[src/hw/rtl/cdes_pkg.sv]
// Shared constants and helper functions for the calendar date to epoch seconds converter.
package cdes_pkg;

  localparam int unsigned YearW  = 12;
  localparam int unsigned MonthW = 4;
  localparam int unsigned DayW   = 5;
  localparam int unsigned HourW  = 5;
  localparam int unsigned MinW   = 6;
  localparam int unsigned SecW   = 6;
  localparam int unsigned EpochW = 32;

  // Quotient width of a 13-bit value divided by 100.
  localparam int unsigned QuotW  = 7;
  // Width of the time-of-day second count and of the in-year day offset.
  localparam int unsigned HmsW   = 17;
  localparam int unsigned DoffW  = 9;

  // Days from the start of year 0 to the start of the epoch year.
  localparam logic [EpochW-1:0] EpochDays   = 32'd719528;
  localparam logic [EpochW-1:0] SecsPerDay  = 32'd86400;
  // Reciprocal of 100 scaled by 2^19; exact for every dividend below 8192.
  localparam logic [12:0]       Recip100    = 13'd5243;
  localparam int unsigned       Recip100Sh  = 19;

  // Whole-month day counts ahead of the given month; zero for codes that mean nothing.
  function automatic logic [DoffW-1:0] cum_days(input logic [MonthW-1:0] m);
    logic [DoffW-1:0] d;
    case (m)
      4'd1:    d = 9'd0;
      4'd2:    d = 9'd31;
      4'd3:    d = 9'd59;
      4'd4:    d = 9'd90;
      4'd5:    d = 9'd120;
      4'd6:    d = 9'd151;
      4'd7:    d = 9'd181;
      4'd8:    d = 9'd212;
      4'd9:    d = 9'd243;
      4'd10:   d = 9'd273;
      4'd11:   d = 9'd304;
      4'd12:   d = 9'd334;
      default: d = 9'd0;
    endcase
    return d;
  endfunction

  // Floor of x / 100 through a reciprocal multiply.
  function automatic logic [QuotW-1:0] div100(input logic [12:0] x);
    logic [25:0] p;
    p = 26'(x) * 26'(Recip100);
    return p[Recip100Sh +: QuotW];
  endfunction

endpackage

[src/hw/rtl/calendar_date_to_epoch_seconds.sv]
// Top level: pipelined conversion of a calendar date and time of day to Unix seconds.
// Each accepted input beat leaves as one result beat from the output register of the last stage.
// Throughput is one beat per cycle; the five register stages advance together whenever the
// output register is empty or being taken, so back-pressure freezes the whole pipe in place.
// The critical stages are the three parallel reciprocal multiplies for the century division
// and the 32 by 17 bit multiply by the seconds in a day. Reset (rst_n low, synchronous) clears
// the stage valid bits only; data registers are not reset.
module calendar_date_to_epoch_seconds (
  input  logic                         clk,
  input  logic                         rst_n,
  input  logic                         in_valid,
  output logic                         in_ready,
  input  logic [cdes_pkg::YearW-1:0]   in_year,
  input  logic [cdes_pkg::MonthW-1:0]  in_month,
  input  logic [cdes_pkg::DayW-1:0]    in_day_of_month,
  input  logic [cdes_pkg::HourW-1:0]   in_hour,
  input  logic [cdes_pkg::MinW-1:0]    in_minute,
  input  logic [cdes_pkg::SecW-1:0]    in_second,
  output logic                         out_valid,
  input  logic                         out_ready,
  output logic [cdes_pkg::EpochW-1:0]  out_epoch_seconds,
  output logic                         out_invalid
);
  import cdes_pkg::*;

  // The pipe moves as one when the output register can take a new beat.
  logic adv;
  assign adv      = !out_valid || out_ready;
  assign in_ready = adv;

  // ---------------------------------------------------------------------------
  // Stage 1: range check, month table, time of day, and the century divisions.
  // Leap rule needs y/100; the year count needs (y+99)/100 and (y+399)/400, where
  // the latter is ((y+399)>>2)/100.
  // ---------------------------------------------------------------------------
  logic              v1_r, inv1_r, late1_r;
  logic [YearW-1:0]  y1_r;
  logic [QuotW-1:0]  qy1_r, q100_1_r, q400_1_r;
  logic [DoffW-1:0]  cum1_r;
  logic [DayW-1:0]   dm1_1_r;
  logic [HmsW-1:0]   hms1_r;

  logic              inv1_nxt, late1_nxt;
  logic [12:0]       y99, y399;
  logic [QuotW-1:0]  qy1_nxt, q100_1_nxt, q400_1_nxt;
  logic [HmsW-1:0]   hms1_nxt;

  always_comb begin
    inv1_nxt   = (in_month == 4'd0) || (in_month > 4'd12) || (in_day_of_month == 5'd0);
    late1_nxt  = in_month >= 4'd3;
    y99        = 13'(in_year) + 13'd99;
    y399       = 13'(in_year) + 13'd399;
    qy1_nxt    = div100(13'(in_year));
    q100_1_nxt = div100(y99);
    q400_1_nxt = div100(13'(y399[12:2]));
    hms1_nxt   = HmsW'(in_hour) * HmsW'(3600) + HmsW'(in_minute) * HmsW'(60)
               + HmsW'(in_second);
  end

  always_ff @(posedge clk) begin
    if (!rst_n) begin
      v1_r <= 1'b0;
    end else if (adv) begin
      v1_r <= in_valid;
    end
  end

  always_ff @(posedge clk) begin
    if (adv) begin
      inv1_r   <= inv1_nxt;
      late1_r  <= late1_nxt;
      y1_r     <= in_year;
      qy1_r    <= qy1_nxt;
      q100_1_r <= q100_1_nxt;
      q400_1_r <= q400_1_nxt;
      cum1_r   <= cum_days(in_month);
      dm1_1_r  <= in_day_of_month - 5'd1;
      hms1_r   <= hms1_nxt;
    end
  end

  // ---------------------------------------------------------------------------
  // Stage 2: whole-year day count relative to the epoch, wrapping at 32 bits so
  // years before 1970 come out as two's complement, plus the in-year offset.
  // ---------------------------------------------------------------------------
  logic              v2_r, inv2_r;
  logic [EpochW-1:0] dyear2_r;
  logic [DoffW-1:0]  doff2_r;
  logic [HmsW-1:0]   hms2_r;

  logic [20:0]       y365;
  logic [10:0]       q4;
  logic [13:0]       back100;
  logic              leap;
  logic [EpochW-1:0] dyear2_nxt;
  logic [DoffW-1:0]  doff2_nxt;

  always_comb begin
    y365       = 21'(y1_r) * 21'd365;
    q4         = 11'((13'(y1_r) + 13'd3) >> 2);
    back100    = 14'(qy1_r) * 14'd100;
    leap       = (y1_r[1:0] == 2'b00)
               && ((back100 != 14'(y1_r)) || (qy1_r[1:0] == 2'b00));
    dyear2_nxt = EpochW'(y365) + EpochW'(q4) - EpochW'(q100_1_r) + EpochW'(q400_1_r)
               - EpochDays;
    doff2_nxt  = cum1_r + DoffW'(dm1_1_r) + DoffW'(leap && late1_r);
  end

  always_ff @(posedge clk) begin
    if (!rst_n) begin
      v2_r <= 1'b0;
    end else if (adv) begin
      v2_r <= v1_r;
    end
  end

  always_ff @(posedge clk) begin
    if (adv) begin
      inv2_r   <= inv1_r;
      dyear2_r <= dyear2_nxt;
      doff2_r  <= doff2_nxt;
      hms2_r   <= hms1_r;
    end
  end

  // ---------------------------------------------------------------------------
  // Stage 3: total day count.
  // ---------------------------------------------------------------------------
  logic              v3_r, inv3_r;
  logic [EpochW-1:0] days3_r;
  logic [HmsW-1:0]   hms3_r;
  logic [EpochW-1:0] days3_nxt;

  assign days3_nxt = dyear2_r + EpochW'(doff2_r);

  always_ff @(posedge clk) begin
    if (!rst_n) begin
      v3_r <= 1'b0;
    end else if (adv) begin
      v3_r <= v2_r;
    end
  end

  always_ff @(posedge clk) begin
    if (adv) begin
      inv3_r  <= inv2_r;
      days3_r <= days3_nxt;
      hms3_r  <= hms2_r;
    end
  end

  // ---------------------------------------------------------------------------
  // Stage 4: days to seconds, low 32 bits of the product.
  // ---------------------------------------------------------------------------
  logic              v4_r, inv4_r;
  logic [EpochW-1:0] dsec4_r;
  logic [HmsW-1:0]   hms4_r;
  logic [EpochW-1:0] dsec4_nxt;

  assign dsec4_nxt = days3_r * SecsPerDay;

  always_ff @(posedge clk) begin
    if (!rst_n) begin
      v4_r <= 1'b0;
    end else if (adv) begin
      v4_r <= v3_r;
    end
  end

  always_ff @(posedge clk) begin
    if (adv) begin
      inv4_r  <= inv3_r;
      dsec4_r <= dsec4_nxt;
      hms4_r  <= hms3_r;
    end
  end

  // ---------------------------------------------------------------------------
  // Stage 5: add the time of day and force zero for a bad month or day.
  // ---------------------------------------------------------------------------
  logic              out_valid_r, out_invalid_r;
  logic [EpochW-1:0] out_secs_r;
  logic [EpochW-1:0] out_secs_nxt;

  assign out_secs_nxt = inv4_r ? '0 : (dsec4_r + EpochW'(hms4_r));

  always_ff @(posedge clk) begin
    if (!rst_n) begin
      out_valid_r <= 1'b0;
    end else if (adv) begin
      out_valid_r <= v4_r;
    end
  end

  always_ff @(posedge clk) begin
    if (adv) begin
      out_invalid_r <= inv4_r;
      out_secs_r    <= out_secs_nxt;
    end
  end

  assign out_valid         = out_valid_r;
  assign out_invalid       = out_invalid_r;
  assign out_epoch_seconds = out_secs_r;

`ifndef NO_ASSERTIONS
  a_invalid_zero: assert property (@(posedge clk) disable iff (!rst_n)
    out_valid_r && out_invalid_r |-> out_secs_r == '0)
    else $error("flagged result carries a nonzero second count");

  a_bad_month_flag: assert property (@(posedge clk) disable iff (!rst_n)
    in_valid && in_ready && ((in_month == 4'd0) || (in_month > 4'd12))
    |=> v1_r && inv1_r)
    else $error("bad month not flagged in the first stage");

  a_offset_range: assert property (@(posedge clk) disable iff (!rst_n)
    v2_r && !inv2_r |-> doff2_r <= 9'd365)
    else $error("in-year day offset beyond a year");

  a_freeze: assert property (@(posedge clk) disable iff (!rst_n)
    !adv |=> $stable(v4_r) && $stable(dsec4_r) && $stable(v1_r))
    else $error("pipeline moved during a stall");
`endif

endmodule

[config.mk]
export PLATFORM = sky130hd
export DESIGN_NAME = calendar_date_to_epoch_seconds
export DESIGN_NICKNAME = d
export VERILOG_FILES = /design/src/hw/rtl/cdes_pkg.sv /design/src/hw/rtl/calendar_date_to_epoch_seconds.sv
export SDC_FILE = /design/constraint.sdc
export NUM_CORES = 1
export LEC_CHECK = 0
export ABC_AREA = 1
export BUFFER_PORTS_ARGS = -buffer_cell sky130_fd_sc_hd__buf_2
export CORE_MARGIN = 5
export CORE_UTILIZATION = 65
export DETAILED_ROUTE_END_ITERATION = 10
export MAX_ROUTING_LAYER = met4
export PLACE_DENSITY = 0.83
export SLEW_MARGIN = 20
export SYNTH_ARGS = -nofsm -noshare
export SYNTH_HDL_FRONTEND = slang
export SYNTH_SLANG_ARGS = --single-unit
[constraint.sdc]
create_clock -name clk -period 15.35 [get_ports clk]
set_input_delay 0.7675 -clock clk [delete_from_list [all_inputs] [get_ports clk]]
set_output_delay 0.7675 -clock clk [all_outputs]
set_load 0.03 [all_outputs]
# Yosys cells after proc, flatten, opt, wreduce, memory -nomap -nowiden
# Memory sizes are Yosys's and may differ from the RTL's. A register that Yosys moved wholly into a read port is not among the register bits.
# Index checks and enable logic that the tools add are counted.
word_totals:
  register_bits: 244
  romBits: 144
  output_inout_bits: 35
  mem_count: 1
mem_list:
  columns: ["name", "depth", "word_bits", "rd", "rd_ports_with_merged_regs", "wr", "line_no", "rtl"]
  rows:
  - ["(no name shown)", 16, 9, 1, 1, 0, "cdes_pkg.sv:28", "case (m)"]
classes:
  add_sub_neg: 14
  mul: 8
  order_cmp: 2
  eq_ne: 1
  n_reduce_logical: 11
op_table:
  columns: ["operator", "count"]
  rows:
  - ["adder 32 x 17 -> 32 bit", 1]
  - ["adder 32 x 9 -> 32 bit", 1]
  - ["multiplier 32 x 10 -> 25 bit, second input constant", 1]
  - ["multiplier 13 x 13 -> 26 bit, second input constant", 1]
  - ["multiplier 12 x 13 -> 25 bit, second input constant", 1]
  - ["subtractor 24 x 21 -> 25 bit, second input constant", 1]
  - ["adder 23 x 6 -> 24 bit", 1]
  - ["multiplier 11 x 13 -> 24 bit, second input constant", 1]
  - ["subtractor 22 x 7 -> 23 bit", 1]
  - ["adder 21 x 11 -> 22 bit", 1]
  - ["multiplier 12 x 9 -> 21 bit, second input constant", 1]
  - ["adder 17 x 12 -> 17 bit", 1]
  - ["adder 17 x 6 -> 17 bit", 1]
  - ["adder 12 x 2 -> 13 bit, second input constant", 1]
  - ["adder 12 x 7 -> 13 bit, second input constant", 1]
  - ["adder 12 x 9 -> 13 bit, second input constant", 1]
  - ["multiplier 5 x 8 -> 13 bit, second input constant", 1]
  - ["inequality test 13 x 12 -> 1 bit", 1]
  - ["multiplier 6 x 5 -> 11 bit, second input constant", 1]
  - ["multiplier 6 x 4 -> 10 bit, second input constant", 1]
  - ["adder 9 x 1 -> 9 bit", 1]
  - ["adder 9 x 5 -> 9 bit", 1]
  - ["zero test 5 bit", 1]
  - ["subtractor 5 x 1 -> 5 bit, second input constant", 1]
  - ["other kinds (7)", 12]

# Depth between registers and ports, before layout
# Gate-level depths: netlist (run 1).
logic_depth:
  word_depth: 6
  depth_mapped: 34

# Worst setup path before layout (run 1)
# Ideal clock, no wire load.
synth_timing:
  path_type: "input port to output port"
  startpoint: "input out_ready"
  endpoint: "output in_ready"
  arrival_ns: 5.597
  t_required_ns: 14.583
  setup_slack_ns: 8.986
  stages: 2
  cell_sequence: "nor2_1 > inv_1"
synth_between:
  elab_chain_cells: 1
synth_lines:
  columns: ["item", "line_no", "rtl"]
  rows:
  - ["from (decl)", "calendar_date_to_epoch_seconds.sv:20", "input logic out_ready,"]
  - ["logical OR 1 bit", "calendar_date_to_epoch_seconds.sv:28", "assign adv = !out_valid || out_ready;"]
  - ["to (decl)", "calendar_date_to_epoch_seconds.sv:12", "output logic in_ready,"]
# Every way passes these cells.

# Worst setup path in the final report (run 1)
layout_timing:
  startpoint: "input in_year[0] (netlist name)"
  endpoint: "register q100_1_r[5] (data pin)"
layout_between:
  elab_chain_cells: 2
layout_lines:
  columns: ["item", "line_no", "rtl"]
  rows:
  - ["from (decl)", "calendar_date_to_epoch_seconds.sv:13", "input logic [cdes_pkg::YearW-1:0] in_year,"]
  - ["adder 12 x 7 -> 13 bit", "calendar_date_to_epoch_seconds.sv:51", "y99 = 13'(in_year) + 13'd99;"]
  - ["multiplier 13 x 13 -> 26 bit", "cdes_pkg.sv:49", "p = 26'(x) * 26'(Recip100);"]
  - ["named net q100_1_nxt[5]", "calendar_date_to_epoch_seconds.sv:45", "logic [QuotW-1:0] qy1_nxt, q100_1_nxt, q400_1_nxt;"]
  - ["to (signal assigned)", "calendar_date_to_epoch_seconds.sv:74", "q100_1_r <= q100_1_nxt;"]
  - ["to (decl)", "calendar_date_to_epoch_seconds.sv:38", "logic [QuotW-1:0] qy1_r, q100_1_r, q400_1_r;"]
# The timed path passes the listed nets, and every way through them passes these cells.
# A chain may end at the register's enable or synchronous reset.

==> results of run 1 <==
## through the flow
| step | hold WS, ns | cells |
|---|---|---|
| floorplan | 0.400 | 3050 |
| global placement | 0.401 | 3717 |
| detailed placement | 0.405 | 3717 |
| CTS | 0.399 | 3764 |
| global route | 0.407 | 3768 |
| finish | 0.414 | 3769 |
## sequential cells by signal, indices dropped and copies added, names as in the netlist, 6 cells and up
name and flops:
out_epoch_seconds 32, days3_r 25, dsec4_r 25, dyear2_r 25
hms1_r 17, hms2_r 17, hms3_r 17, hms4_r 17
y1_r 12, cum1_r 9, doff2_r 9, q100_1_r 7
qy1_r 6
## cell type report
type	count	area, sq um
antenna	5	12.5
timing repair buffer	79	403
multi-input combinational	2011	18500
sequential	239	7130
tap	592	741
clock buffer	37	753
fill	3276	13300
inverter	796	3000
clock inverter	10	114
## cells in the final DEF, fill, tap and decap left out, drive strengths merged
cell and instances:
inv 799, ha 523, nand2 381, fa 274, edfxtp 234, a21oi 170
nor2 160, xor2 112, o21ai 90, nand3 88, buf 79, xnor2 57
clkbuf 37, nand4 35, nor3 26, a21o 17, a31oi 13, nor4 9
o21a 8, o21bai 7, or2 7, diode 5, o211ai 5, a211oi 5
dfxtp 5, nand3b 4, and3 4, clkinv 4, o31ai 3, o2111ai 3
and2 3, nor3b 2, bufinv 2, a21boi 2, a211o 1, o22ai 1
o221ai 1, clkinvlp 1
## worst max path at each step
stage / cells after the start / startpoint / slack, ns / end
floorplan: 2 / out_ready / 8.99 / in_ready
global placement: 26 / in_year[0] / 8.12 / q100_1_r[6]
detailed placement: 26 / in_year[0] / 8.04 / q100_1_r[6]
CTS: 26 / in_year[0] / 8.60 / q100_1_r[5]
global route: 26 / in_year[0] / 8.20 / q100_1_r[5]
finish: 26 / in_year[0] / 8.56 / q100_1_r[5]
## synthesized netlist by cell type, types with 34 or more instances
cell type | number | area share
inv_1 | 791 | 0.10
ha_1 | 523 | 0.23
nand2_1 | 350 | 0.046
fa_1 | 274 | 0.19
edfxtp_1 | 234 | 0.25
a21oi_1 | 166 | 0.029
nor2_1 | 149 | 0.020
xor2_1 | 112 | 0.034
o21ai_0 | 84 | 0.015
nand3_1 | 78 | 0.014
xnor2_1 | 56 | 0.017
nand4_1 | 34 | 0.0074
## per-layer routing
| metal | GRT usage | vias up | part of all wire |
|---|---|---|---|
| li1 | - | 9935 | - |
| met1 | 0.329 | 9656 | 0.43 |
| met2 | 0.459 | 488 | 0.51 |
| met3 | 0.0245 | 119 | 0.039 |
| met4 | 0.0649 | 0 | 0.027 |
| met5 | - | - | 0 |
## cell families after synthesis
logic type | count (synthesis) | share of synthesized area
buf+inv | 800 | 0.105
simple gates | 719 | 0.112
fa+ha+maj | 797 | 0.420
xor+xnor | 169 | 0.0519
compound gates | 326 | 0.0630
flops | 239 | 0.249
## worst reg2reg max path, delay by kind of cell, from the launching register on
family          cells  cell delay (ns)
compound gates      2             0.31
xor+xnor            1             0.18
buf+inv             7             0.64
simple gates       14             2.06
fa+ha+maj           6             2.53
flops               1             0.52
==> impl_metrics.yaml, run 1 <==
drt:
  viasPerCell: 5.36
  finalWirelength_um: 60200
  drtAntennaViolNets: 0
  drt_first_pass_iters: 5
  routedWlPerCell_um: 16.0
  drtIter0Drc: 1088
  route.detailed.drc: 0
  num_vias: 20200
synth:
  syn_area_sq_um: 28700
  netlist_instances: 3050
  syn_area_per_cell_sq_um: 9.40
  synthesis.nets: 3889
  synth-edff-count: 234
  ys_ff_latch: 239
  async_reset_ff_frac: 0
  ys_types: 48
  yosysWarnings: 0
  ys_dominant_reg_cell: "edfxtp_1"
  yosysSeqAreaShare: 0.249
timing:
  finalSetupViolCount: 0
  fin_crit_sh: 0.442
  hold_viol: 0
  final_max_slew_viol_count: 0
  relSlewSlack: 0.278
  tns_ns: 0
  grt_setup_unrepaired: "false"
  worst_pin_slew_ns: 1.08
  fmax_mhz: 147
  fin_ws_ns: 8.56
  fin_skew_ns: 0.0103
  period_needed_ns: 6.79
worst_setup_path:
  crit_fanout: 10
  critPathCaptureType: "register"
  max_stage_delay_ns: 0.54
  worstReg2RegStart: "y1_r[0]"
  cp_common_cell: "inv_1"
  required_ns: 15.62
  cp.arrival_ns: 7.06
  cp_num_buf_inv: 7
  slowest_stage: "xor2_1"
  worstSetupStartpointType: "primary input"
  crit_type: "in2reg"
  ff2ff_setup_slack_ns: 8.86
  reg2regPathDepth: 30
  timing.rr.end: "dyear2_r[23]"
  cpLargestDelayFamily: "adder cells"
clock_tree:
  cts_num_sinks: 239
  hold_buffers: 0
  cts_buffers: 26
  tritoncts: "yes"
  cts_setup_buffers: 0
  ctsResizeCount: 0
  cts.clk_slew.worst_paths_ns: 0.06
  root_buffer: "clkbuf_16"
  clkLatencyLatePin_ns: 0.53
  cts_max_path_buffers: 3
  htree_levels: 1
worst_hold_path:
  hold_path.class: "reg2reg"
  hold_start: "hms3_r[5]"
  hold_end: "hms4_r[5]"
  holdPathStages: 0
layout:
  fin_nets: 3992
  fin_util: 0.698
  syn2layout_area_growth_pct: 7.03
  final_area_sq_um: 30700
  final_layout_size_suffix_gt1_frac: 0.0602
grt:
  grtUsageTotal: 0.261
  antenna_found_initial: 4
  grt_pass1_vias: 21500
  grt_pass1_wl_um: 101000
  overflow: 0
  grt_start_max_net_pins: 89
placed_design:
  gp_congestion: 0.957
  dpl_cell_area_sq_um: 29800
  dp_slack_ns: 8.04
  hpwlAfterDp_um: 50700
  io_buffers: 76
run_status:
  outcome: "completed"
floorplanning:
  die_y_um: 220
  die_area_sq_um: 48400
  ios: 77
  core_region_area_sq_um: 43900
  initial_core_util: 0.652
  die_width_um: 220
  rows: 77
run:
  cap_violations: 0
Power of run 1 is left out: the tool's default activity adds up to more than one toggle a clock period on the data nets, which glitch-free logic cannot reach.
==> run 2, diff against run 1 <==
ABC_AREA = 0   (was 1)
CORE_UTILIZATION = 59   (was 65)
PLACE_DENSITY = 0.79   (was 0.83)
clock period = 5.95 ns   (was 15.35 ns; I/O delays follow)
==> run 2 against run 1 <==
  * The flow now finishes with violations (setup timing)
  * Global-route usage fell by 3.4 points
  * Sequential share of layout area shrank 0.76 points
  * Clock skew rose by 0.0034 ns
==> impl_metrics.yaml, run 2 <==
clock_tree:
  root_buffer: "clkbuf_16"
  clkLatencyLatePin_ns: 0.55
  cts_max_path_buffers: 3
  cts_num_sinks: 239
  cts_buffers: 24
  cts.clk_slew.worst_paths_ns: 0.06
  htree_levels: 1
  tritoncts: "yes"
drt:
  finalWirelength_um: 56000
  num_vias: 18100
  drtAntennaViolNets: 0
  route.detailed.drc: 0
  drt_first_pass_iters: 5
  drtIter0Drc: 729
  routedWlPerCell_um: 16.1
  viasPerCell: 5.21
timing:
  fin_crit_sh: 1.02
  grt_setup_unrepaired: "true"
  worst_pin_slew_ns: 0.977
  hold_viol: 0
  final_max_slew_viol_count: 0
  relSlewSlack: 0.349
  fin_ws_ns: -0.126
  fin_skew_ns: 0.0137
  fmax_mhz: 165
  period_needed_ns: 6.08
  finalSetupViolCount: 7
layout:
  fillers: 3154
  most-common-layout-cells: "640 x inv_1, 494 x ha_1, 270 x fa_1"
  fin_nets: 3701
  final_layout_size_suffix_gt1_frac: 0.177
  syn2layout_area_growth_pct: 17.1
  final_area_sq_um: 31700
  multi_input_area_sq_um: 18200
  final_common_cell: "inv_1"
  largest_register_ffs: 32
  seqCellArea_sq_um: 7130
synth:
  ys_ff_latch: 239
  synth_area_leaders: "edfxtp_1 26%, ha_1 24%, fa_1 20%"
  synth_common_cells: "665 x inv_1, 523 x ha_1, 274 x fa_1"
  synth-edff-count: 234
  synthesis.nets: 3363
  ys_dominant_reg_cell: "edfxtp_1"
  synth.most_common_cell: "inv_1"
  netlist_instances: 2524
  yosys.area.top_type: "edfxtp_1"
  syn_area_per_cell_sq_um: 10.7
  syn_area_sq_um: 27100
  ys_types: 81
  yosysSeqAreaShare: 0.263
  synth_top_area_frac: 0.259
  async_reset_ff_frac: 0
  yosysWarnings: 0
grt:
  grt_pass1_vias: 19900
  antenna_found_initial: 5
  grt_pass1_wl_um: 92900
  overflow: 0
  grt_start_max_net_pins: 178
  grtUsageTotal: 0.227
floorplanning:
  die_width_um: 224
  rows: 78
  die_area_sq_um: 50300
  die_y_um: 224
  initial_core_util: 0.597
  ios: 77
  core_region_area_sq_um: 45400
placed_design:
  io_buffers: 76
  dp_slack_ns: -0.498
  gp_congestion: 0.944
  dpl_cell_area_sq_um: 29800
  hpwlAfterDp_um: 45200
worst_setup_path:
  critPathCaptureType: "register"
  required_ns: 6.23
  crit_fanout: 4
  crit_type: "reg2reg"
  cp.arrival_ns: 6.36
  worstSetupStartpointType: "register"
worst_hold_path:
  hold_path.class: "in2reg"
run_status:
  violations: "setup timing"
  outcome: "finished with violations"
run:
  cap_violations: 0
run 2: cell count changes after synthesis, moves of 14 or more:
cell,change
xor2_1,-68
nor2_1,-60
o21ai_0,-32
nand4_1,-22
inv_1,-126
nand3_1,-45
nand2_1,-302
nor2b_1,+37
xnor2_1,+85
a21oi_1,-81
and3_1,+18
nand2b_1,+14
nand2_2,-27
a21o_1,+17
run 2: final cells by class:
type / instances / area share
Antenna cell: 5 / 0.000395
Inverter: 666 / 0.0790
Clock buffer: 33 / 0.0217
Sequential cell: 239 / 0.225
Clock inverter: 10 / 0.00371
Multi-Input combinational cell: 1608 / 0.574
Tap cell: 600 / 0.0237
Timing Repair Buffer: 323 / 0.0723
run 2: path summary, 6_finish.rpt:
check,startpoint,endpoint,slack (ns),cells after the start
setup / recovery,y1_r[4],dyear2_r[23],-0.13,27
setup reg to reg,y1_r[4],dyear2_r[23],-0.13,27
hold / removal,rst_n,v1_r,0.01,2
hold reg to reg,inv2_r,inv3_r,0.41,0
run 2: metal layers:
layer,routed length [um],up-vias,track usage
li1,-,8899,-
met1,22500,8833,0.266
met2,29900,281,0.414
met3,1590,126,0.0228
met4,2030,0,0.0725
met5,0,-,-
run 2: worst max-delay path, stage by stage, from the launching register on:
cell and delay (ns):
edfxtp_1 0.47, buf_6 0.13, buf_6 0.10, ha_4 0.15
nand2_2 0.08, nor2_2 0.12, buf_4 0.12, nand2_1 0.08
xnor2_2 0.25, fa_1 0.48, fa_1 0.56, inv_2 0.04
fa_1 0.53, inv_1 0.08, ha_4 0.16, a21o_4 0.23
a41o_1 0.23, a21oi_2 0.19, xnor2_2 0.19, ha_4 0.27
nor2_4 0.10, nor4b_4 0.23, o211ai_2 0.14, buf_4 0.16
nor3_4 0.19, a21oi_2 0.10, o31ai_4 0.28, a31oi_2 0.14
run 2: what timing repair did:
| action | CTS | global route |
|---|---|---|
| buffers inserted | 15 | 27 |
| hold endpoints to repair | 2 | 0 |
| setup endpoints to repair | 6 | 15 |
| gates resized for setup | 41 | 111 |
| cloned | 0 | 0 |
| pin swaps | 28 | 86 |
| hold buffers | 2 | 0 |
run 2: metrics by stage:
step	hold slack (ns)	util	TNS, ns	cells
floorplan	0.396	-	0	2524
detailed placement	0.405	0.656	-3.89	3392
finish	0.0148	0.699	-0.518	3484
CTS	0.00411	0.682	-0.124	3452
global route	0.0336	0.699	-2.44	3484
global placement	0.401	0.656	-1.36	3392
run 2: cell families (layout without fill, tap and decap cells):
| logic type | count (synthesis) | after routing | share of synthesized area |
|---|---|---|---|
| compound gates | 294 | 294 | 0.0723 |
| buf+inv | 677 | 1032 | 0.0941 |
| flops | 239 | 239 | 0.263 |
| fa+ha+maj | 797 | 797 | 0.444 |
| xor+xnor | 187 | 187 | 0.0615 |
| other cells | 0 | 5 | 0 |
| simple gates | 321 | 321 | 0.0614 |
| mux | 9 | 9 | 0.00337 |
Power of run 2 is left out for the same reason.
